--- src/rtl/spq_pkg.sv ---
`default_nettype none

package spq_pkg;

  localparam int unsigned DATA_W  = 32;
  localparam int unsigned OP_W    = 2;
  localparam int unsigned COUNT_W = 5;

  localparam logic [OP_W-1:0] OP_ENQUEUE = 2'd0;
  localparam logic [OP_W-1:0] OP_DEQUEUE = 2'd1;
  localparam logic [OP_W-1:0] OP_PEEK    = 2'd2;
  localparam logic [OP_W-1:0] OP_CLEAR   = 2'd3;

  // Broadcast to every cell of the chain for one transaction.
  typedef struct packed {
    logic                     enq;
    logic                     deq;
    logic                     clr;
    logic signed [DATA_W-1:0] value;
  } spq_ctrl_t;

endpackage

`default_nettype wire

--- src/rtl/spq_cell.sv ---
`default_nettype none

// One slot of the sorted chain. Holds a value and an occupied flag; on
// enqueue it either keeps its value, takes the new value, or takes its left
// neighbor's value; on dequeue it takes its right neighbor's; clear empties it.
module spq_cell (
  input  wire                             clk_i,
  input  wire                             rst_ni,
  input  wire spq_pkg::spq_ctrl_t         ctrl_i,
  input  wire logic signed [spq_pkg::DATA_W-1:0] left_val_i,
  input  wire                             left_gt_i,
  input  wire                             left_occ_i,
  input  wire logic signed [spq_pkg::DATA_W-1:0] right_val_i,
  input  wire                             right_occ_i,
  output logic signed [spq_pkg::DATA_W-1:0]      val_o,
  output logic                            occ_o,
  output logic                            gt_o
);
  import spq_pkg::*;

  logic signed [DATA_W-1:0] val_q, val_d;
  logic                     occ_q, occ_d;
  logic                     val_en;

  // Strictly greater: equal values stay ahead of the new one.
  assign gt_o  = occ_q && (val_q > ctrl_i.value);
  assign val_o = val_q;
  assign occ_o = occ_q;

  always_comb begin
    val_d  = val_q;
    occ_d  = occ_q;
    val_en = 1'b0;
    if (ctrl_i.clr) begin
      occ_d = 1'b0;
    end else if (ctrl_i.enq) begin
      occ_d = left_occ_i;
      if (gt_o || !occ_q) begin
        val_en = 1'b1;
        val_d  = left_gt_i ? left_val_i : ctrl_i.value;
      end
    end else if (ctrl_i.deq) begin
      occ_d  = right_occ_i;
      val_en = 1'b1;
      val_d  = right_val_i;
    end
  end

  always_ff @(posedge clk_i or negedge rst_ni) begin
    if (!rst_ni) begin
      occ_q <= 1'b0;
    end else begin
      occ_q <= occ_d;
    end
  end

  always_ff @(posedge clk_i) begin
    if (val_en) begin
      val_q <= val_d;
    end
  end

endmodule

`default_nettype wire

--- src/rtl/sorted_priority_queue_unit.sv ---
// Channel | Direction | Handshake             | Payload
// in      | input     | in_valid_i/in_ready_o   | opcode_i, item_value_i
// out     | output    | out_valid_o/out_ready_i | ok_o, result_value_o, entry_count_o
//
// One transaction per cycle unless stalled; the result appears in the next cycle.
// Every cell of the chain updates in the cycle of acceptance, so the next
// operation sees the new order at once.
// Reset clears all occupied flags and the count; stored values are not reset.
// in_ready_o drops only while a result waits in the output register and
// out_ready_i is low.
`default_nettype none

module sorted_priority_queue_unit #(
  parameter int unsigned CAPACITY = 16
) (
  input  wire                                    clk_i,
  input  wire                                    rst_ni,
  input  wire                                    in_valid_i,
  output logic                                   in_ready_o,
  input  wire logic [spq_pkg::OP_W-1:0]          opcode_i,
  input  wire logic signed [spq_pkg::DATA_W-1:0] item_value_i,
  output logic                                   out_valid_o,
  input  wire                                    out_ready_i,
  output logic                                   ok_o,
  output logic signed [spq_pkg::DATA_W-1:0]      result_value_o,
  output logic [spq_pkg::COUNT_W-1:0]            entry_count_o
);
  import spq_pkg::*;

  localparam int unsigned CW = $clog2(CAPACITY + 1);

  logic signed [DATA_W-1:0] cell_val [CAPACITY];
  logic signed [DATA_W-1:0] left_val [CAPACITY];
  logic signed [DATA_W-1:0] right_val[CAPACITY];
  logic [CAPACITY-1:0]      cell_occ, cell_gt, left_gt, left_occ, right_occ;

  spq_ctrl_t                ctrl;
  logic                     accept, full, empty;
  logic                     ok_d;
  logic signed [DATA_W-1:0] res_d;
  logic [CW-1:0]            count_q, count_d;

  logic                     out_valid_q;
  logic                     ok_q;
  logic signed [DATA_W-1:0] res_q;
  logic [COUNT_W-1:0]       cnt_q;

  assign in_ready_o = !out_valid_q || out_ready_i;
  assign accept     = in_valid_i && in_ready_o;
  assign full       = cell_occ[CAPACITY-1];
  assign empty      = !cell_occ[0];

  assign ctrl.enq   = accept && (opcode_i == OP_ENQUEUE) && !full;
  assign ctrl.deq   = accept && (opcode_i == OP_DEQUEUE) && !empty;
  assign ctrl.clr   = accept && (opcode_i == OP_CLEAR);
  assign ctrl.value = item_value_i;

  for (genvar i = 0; i < CAPACITY; i++) begin : g_cell
    if (i == 0) begin : g_head
      assign left_val[i] = '0;
      assign left_gt[i]  = 1'b0;
      assign left_occ[i] = 1'b1;
    end else begin : g_body
      assign left_val[i] = cell_val[i-1];
      assign left_gt[i]  = cell_gt[i-1];
      assign left_occ[i] = cell_occ[i-1];
    end
    if (i == CAPACITY - 1) begin : g_tail
      assign right_val[i] = cell_val[i];
      assign right_occ[i] = 1'b0;
    end else begin : g_inner
      assign right_val[i] = cell_val[i+1];
      assign right_occ[i] = cell_occ[i+1];
    end

    spq_cell u_cell (
      .clk_i      (clk_i),
      .rst_ni     (rst_ni),
      .ctrl_i     (ctrl),
      .left_val_i (left_val[i]),
      .left_gt_i  (left_gt[i]),
      .left_occ_i (left_occ[i]),
      .right_val_i(right_val[i]),
      .right_occ_i(right_occ[i]),
      .val_o      (cell_val[i]),
      .occ_o      (cell_occ[i]),
      .gt_o       (cell_gt[i])
    );
  end

  always_comb begin
    ok_d    = 1'b0;
    res_d   = '0;
    count_d = count_q;
    case (opcode_i)
      OP_ENQUEUE: begin
        ok_d = !full;
        if (!full) begin
          count_d = count_q + CW'(1);
        end
      end
      OP_DEQUEUE: begin
        ok_d = !empty;
        if (!empty) begin
          res_d   = cell_val[0];
          count_d = count_q - CW'(1);
        end
      end
      OP_PEEK: begin
        ok_d = !empty;
        if (!empty) begin
          res_d = cell_val[0];
        end
      end
      OP_CLEAR: begin
        ok_d    = !empty;
        count_d = '0;
      end
      default: begin
        ok_d = 1'b0;
      end
    endcase
  end

  always_ff @(posedge clk_i or negedge rst_ni) begin
    if (!rst_ni) begin
      count_q     <= '0;
      out_valid_q <= 1'b0;
    end else begin
      if (accept) begin
        count_q     <= count_d;
        out_valid_q <= 1'b1;
      end else if (out_ready_i) begin
        out_valid_q <= 1'b0;
      end
    end
  end

  always_ff @(posedge clk_i) begin
    if (accept) begin
      ok_q  <= ok_d;
      res_q <= res_d;
      cnt_q <= COUNT_W'((CW + COUNT_W)'(count_d));
    end
  end

  assign out_valid_o    = out_valid_q;
  assign ok_o           = ok_q;
  assign result_value_o = res_q;
  assign entry_count_o  = cnt_q;

endmodule

`default_nettype wire

--- config.mk ---
export PLATFORM = sky130hd
export DESIGN_NAME = sorted_priority_queue_unit
export DESIGN_NICKNAME = d
export VERILOG_FILES = /design/src/rtl/spq_pkg.sv /design/src/rtl/spq_cell.sv /design/src/rtl/sorted_priority_queue_unit.sv
export SDC_FILE = /design/constraint.sdc
export NUM_CORES = 2
export LEC_CHECK = 0
export ABC_CLOCK_PERIOD_IN_PS = 12400
export BUFFER_PORTS_ARGS = -buffer_cell sky130_fd_sc_hd__buf_4
export CAP_MARGIN = 15
export CORE_ASPECT_RATIO = 0.75
export CORE_MARGIN = 2
export CORE_UTILIZATION = 35
export CTS_CLUSTER_DIAMETER = 40
export DETAILED_ROUTE_END_ITERATION = 16
export GPL_TIMING_DRIVEN = 0
export PLACE_DENSITY = 0.61
export REMOVE_ABC_BUFFERS = 1
export SYNTH_ARGS = -nofsm -noshare
export SYNTH_HDL_FRONTEND = slang
export SYNTH_SLANG_ARGS = --single-unit
--- constraint.sdc ---
create_clock -name clk_i -period 12.4 [get_ports clk_i]
set_input_delay 1.86 -clock clk_i [delete_from_list [all_inputs] [get_ports clk_i]]
set_output_delay 1.86 -clock clk_i [all_outputs]
set_load 0.02 [all_outputs]
== Yosys cells after proc, flatten, opt, wreduce, memory -nomap -nowiden ==
Cells that the tools add are included.

* Bits in registers: 572
* Input port bits: 38
* Word-level logic and storage cells: 316
* Output and inout bits: 40

* Mux-type cells: 163
* Bitwise gates (word level): 1
* $add $sub $neg: 2
* Order comparisons: 16
* Reductions and logical operators: 79
* Equality and inequality tests: 18

{| class="wikitable"
|+ Operators with widths
! cell !! count
|-
| $mux 32 || 60
|-
| $gt 32x32->1 || 16
|-
| $mux 1 || 99
|-
| $reduce_and 4->1 || 16
|-
| $ne 2x1->1 const B || 15
|-
| $logic_and 1x1->1 || 22
|-
| $logic_not 1->1 || 17
|-
| $logic_or 1x1->1 || 17
|-
| $pmux 5 s3 || 1
|-
| $mux 5 || 2
|-
| $add 5x1->5 const B || 1
|-
| $sub 5x1->5 const B || 1
|-
| $eq 2x2->1 const B || 2
|-
| $reduce_bool 2->1 || 2
|-
| $reduce_bool 3->1 || 1
|-
| $reduce_or 3->1 || 1
|-
| $eq 2x1->1 const B || 1
|-
| $logic_not 2->1 || 1
|-
| $pmux 1 s2 || 1
|-
| $reduce_and 2->1 || 1
|-
| $reduce_or 2->1 || 1
|-
| $not 1->1 || 1
|}

== Depth between registers and ports, before layout ==
* Word-level depth: 9
* Depth in mapped cells: 12

== Modules after synthesis ==
From an unflattened synthesis, not the netlist that was laid out.

* Cells, all modules: 4369
* Area, all modules: 42116.6 um^2

{| class="wikitable"
|+ Modules (own cells, without submodules)
! module !! area an instance (um^2) !! cells each !! instances
|-
| spq_cell || 2501.1 || 263 || 16
|-
| sorted_priority_queue_unit || 2098.3 || 161 || 1
|}

== Worst setup path after synthesis ==
OpenSTA, ideal clock, no wires.

* Path kind: in2reg
* From: input item_value_i[14] (netlist name)
* To: register g_cell[9].u_cell.val_q[0], enable pin
* Stages: 9
* Path slack: 6.552 ns
* Required time: 11.959 ns
* Buffers on the path: 0
* Arrival: 5.407 ns
* Cells stage by stage: inv_1 -> ha_1 -> a21oi_2 -> nand2_1 -> a221o_1 -> o311a_1 -> nor3_1 -> o21ai_0 -> a31oi_1

* Word-level cells in the longest chain between the ends: 7
* Elaborated cells on any way between the ends: 8
* Classes of those cells: order compare: 1; eq/ne: 1; mux: 3; reduce/logical: 3

{| class="wikitable"
|+ RTL lines
! item !! line !! source
|-
| start: declaration || sorted_priority_queue_unit.sv:21 || <nowiki>input wire logic signed [spq_pkg::DATA_W-1:0] item_value_i,</nowiki>
|-
| $gt 32x32->1 * || spq_cell.sv:26 || <nowiki>assign gt_o = occ_q && (val_q > ctrl_i.value);</nowiki>
|-
| $logic_and 1x1->1 * || spq_cell.sv:26 ||
|-
| $logic_or 1x1->1 * || spq_cell.sv:38 || <nowiki>if (gt_o || !occ_q) begin</nowiki>
|-
| $mux 1 || spq_cell.sv:38 ||
|-
| $mux 1 || spq_cell.sv:36 || <nowiki>end else if (ctrl_i.enq) begin</nowiki>
|-
| $mux 1 || spq_cell.sv:34 || <nowiki>if (ctrl_i.clr) begin</nowiki>
|-
| $reduce_and 4->1 (no source line) * || -- ||
|-
| end signal: assignment || spq_cell.sv:59 || <nowiki>val_q <= val_d;</nowiki>
|-
| end: declaration || spq_cell.sv:21 || <nowiki>logic signed [DATA_W-1:0] val_q, val_d;</nowiki>
|}

Every way passes the cells marked *; elsewhere a longest branch is shown, timed or not.
A chain may end at the register's enable or synchronous reset.

== Final worst setup path ==
* From: input item_value_i[7] (netlist name)
* To: register g_cell[1].u_cell.val_q[17] (data pin)

* Word-level cells in the longest chain between the ends: 5

{| class="wikitable"
|+ RTL lines
! item !! line !! source
|-
| $gt 32x32->1 || spq_cell.sv:26 ||
|-
| $logic_and 1x1->1 || spq_cell.sv:26 ||
|-
| $mux 32 || spq_cell.sv:40 || <nowiki>val_d = left_gt_i ? left_val_i : ctrl_i.value;</nowiki>
|-
| $mux 32 || spq_cell.sv:38 ||
|-
| $mux 32 || spq_cell.sv:36 ||
|-
| end signal: assignment || spq_cell.sv:59 ||
|-
| end: declaration || spq_cell.sv:21 ||
|}

No other way between the ends. The select of a mux whose other input is x is not followed.

==> flow_metrics.tcl <==
set metrics [dict create \
    power_density_nw_per_um2 143.8 \
    first_global_vias 35657 \
    tightestPinTransition_ps 1373 \
    crit_buf_inv 3 \
    regToRegStartpoint "g_cell[0].u_cell.val_o[7]" \
    r2r.worst_path.cells 9 \
    r2r_slack_ps 7310 \
    fin_nets 4699 \
    drv_cap 0 \
    gr-usage-all-layers 0.2603 \
    period_minus_slack_ps 6735 \
    placed_area_sq_um 44090 \
    cpLargestDelayFamily "compound AO/OA/AOI/OAI gates" \
    clk_pin_slew_ps 60 \
    rows 107 \
    hold_start "g_cell[15].u_cell.val_o[14]" \
    cts-root-buf "clkbuf_16" \
    rr_endpoint "g_cell[1].u_cell.val_o[17]" \
    htree_levels 3 \
    drt_wl_total_um 157800 \
    slew-limit-headroom 0.08444 \
    rsz0062_at_grt "false" \
    synth_cell_types 60 \
    synth_async_sr_flop_share 0.03846 \
    post-synth-top-area-cell "edfxtp_1" \
    ys_warn_count 0 \
    power.leakage_nw 17.72 \
    finalSetupViolCount 0 \
    fp.coreArea_sq_um 113700 \
    dpl.hpwl_um 112600 \
    cts_tree "yes" \
    path_class "in -> reg" \
    crit_arrival_ps 7140 \
    drt_first_pass_iters 6 \
    gp_congestion 0.9201 \
    critPathCaptureType "flop" \
    synth-seq-cells 572 \
    utilization 0.4151 \
    yosysTopAreaCellShare 0.4114 \
    ys_seq_area_frac 0.4251 \
    routed_via_density 6.478 \
    grt_overflow_total 0 \
    required_ps 12800 \
    grt_util_met1 0.3741 \
    p_int_w 0.004444 \
    swShare 0.3451 \
    port_buffers 77 \
    syn_inst 4212 \
    cts_setup_buffers 0 \
    fillCellCount 10823 \
    combPwrFrac 0.241 \
    drive_gt1_frac 0.1030 \
    seq_power_share 0.371 \
    die_height_um 297.3 \
    via_count 37385 \
    placed_cells 5601 \
    finalInstanceArea_sq_um 47180 \
    areaGrowthSynthToFinish_pct 17.50 \
    die_w_um 395.1 \
    grt_pass1_wl_um 233700 \
    clock_latency_ps 710 \
    crit_slowest_cell "a221oi_1" \
    gr-usage-met2 0.3633 \
    max_freq_mhz 148.5 \
    fin_skew_ps 26.48 \
    cts-buffers-inserted 85 \
    synth_edf_count 550 \
    p_clk_frac 0.388 \
    grt_max_degree 86 \
    p_sw_w 0.002342 \
    min_to "g_cell[14].u_cell.val_o[14]" \
    use_met3 0.08200 \
    holdPathStages 2 \
    wl_per_cell_um 27.35 \
    num_io_pins 78 \
    hp-class "reg -> reg" \
    cts_buffer_depth 3 \
    drt_iter0_markers 5555 \
    final_cells 5771 \
    ctsResizeCount 0 \
    critPathMaxFanout 32 \
    clkSinkCount 572 \
    drc 0 \
    cts_hold_buf 0 \
    antenna_left 0 \
    ys.flop_type "edfxtp_1" \
    cp-start-kind "input port" \
    synth.area.top_cells "edfxtp_1, ha_1, nand2_1, o211ai_1, nand3_1" \
    syn_area_per_cell_sq_um 9.532 \
    layout_commonest_cell "nand2_1" \
    irDropWorstVdd_mv 0.1271 \
    fp.dieArea_sq_um 117500 \
    status "finished clean" \
    antenna_found_initial 2 \
    syn_area_sq_um 40150 \
    cp_cell_sequence "buf_4 -> inv_1 -> ha_1 -> a21oi_1 -> o21ai_0 -> a221oi_1 -> nor3_1 -> o31ai_4 -> buf_16 -> and2_2 -> o211ai_1" \
    slew_viol_final 0 \
    hold_violations 0 \
    grt-busiest-layer "met1" \
    start_util 0.3532 \
    slowest_delay_ps 1160 \
    fin_crit_sh 0.5432 \
    layout_common_cells "nand2_1, edfxtp_1, ha_1" \
]
-- per-stage QoR --
step	setup slack (ps)	hold WS [ps]	power, W	TNS (ps)
floorplan	-5459	500.8	0.003406	-3168300
global placement	-20100	520.2	0.004016	-
detailed placement	5270	531.7	0.004122	0
CTS	6011	547.9	0.006718	0
global route	5690	574.1	0.006975	0
finish	5665	544.6	0.006785	0
-- sequential cells by signal (all words and copies together) (netlist names) --
| name | cells |
|---|---|
| result_value_o | 32 |
| count_q | 5 |
| ok_o | 1 |
| entry_count_o | 5 |
| g_cell.u_cell.occ_o | 16 |
| g_cell.u_cell.val_o | 512 |
| out_valid_o | 1 |
-- cell families (layout without fill, tap and decap cells) --
family                     count (synthesis)  after routing  synth area share
buffers and inverters                    387            419           0.03780
muxes                                     50             50           0.01356
adders and majority gates                487            487            0.1518
DFF                                      572            572            0.4251
and+or+nand+nor                         1593           1593            0.1790
other                                      0              1                 0
xor gates and xnor gates                   1              1         0.0002182
AOI/OAI and AO/OA                       1122           1122            0.1926
-- layout make-up --
class / count / area, sq um / area share
diodes: 1 / 2.502 / 0.00005304
clock buffers: 93 / 2188 / 0.04639
clock inverters: 64 / 789.5 / 0.01674
inverters: 81 / 304.0 / 0.006445
multi-input cells: 3253 / 22250 / 0.4716
flip-flops and latches: 572 / 17070 / 0.3618
well taps: 1526 / 1909 / 0.04047
repair buffers: 181 / 2670 / 0.05660
-- worst max path at each step --
stage	startpoint	end	slack (ps)	cells past startpoint
2_1_floorplan	out_ready_i	g_cell[10].u_cell.val_o[0]	-5460	6
3_3_place_gp	out_ready_i	g_cell[15].u_cell.val_o[16]	-20100	6
3_5_place_dp	item_value_i[7]	g_cell[1].u_cell.val_o[17]	5270	11
4_1_cts	item_value_i[7]	g_cell[1].u_cell.val_o[17]	6010	11
5_1_grt	item_value_i[7]	g_cell[1].u_cell.val_o[18]	5690	11
6_report	item_value_i[7]	g_cell[1].u_cell.val_o[17]	5660	11
-- worst min-delay path: stages, from the launching register on --
cell	delay, ps
edfxtp_1	320
nand2_1	50
o211ai_1	70
-- cells in the mapped netlist, types with 28 or more instances --
master and number:
a221o_1 108, inv_1 81, nor2_1 113, nand2_1 798, ha_1 487, edfxtp_1 550
mux2_2 35, a21oi_1 294, clkbuf_1 286, nor3_1 28, o211ai_1 304, o21ai_0 126
and3_1 43, a31oi_1 48, nand4_1 130, a21o_1 85, nand3_1 405
-- routing by layer --
metal / part of all wire / vias to the layer above
met3: 0.14 / 381
met5: 0 / -
li1: - / 16163
met1: 0.42 / 18365
met4: 0.038 / 0
met2: 0.41 / 2476
-- power groups by stage --
stage | Clock, W | Sequential [W] | Combinational (W)
6_report | 0.00263 | 0.00252 | 0.00164
3_3_place_gp | 0 | 0.00256 | 0.00146
4_1_cts | 0.00263 | 0.00251 | 0.00158
2_1_floorplan | 0 | 0.00248 | 0.000926
3_5_place_dp | 0 | 0.00255 | 0.00157
5_1_grt | 0.00271 | 0.00253 | 0.00174
Power figures use the tool's default switching activity.
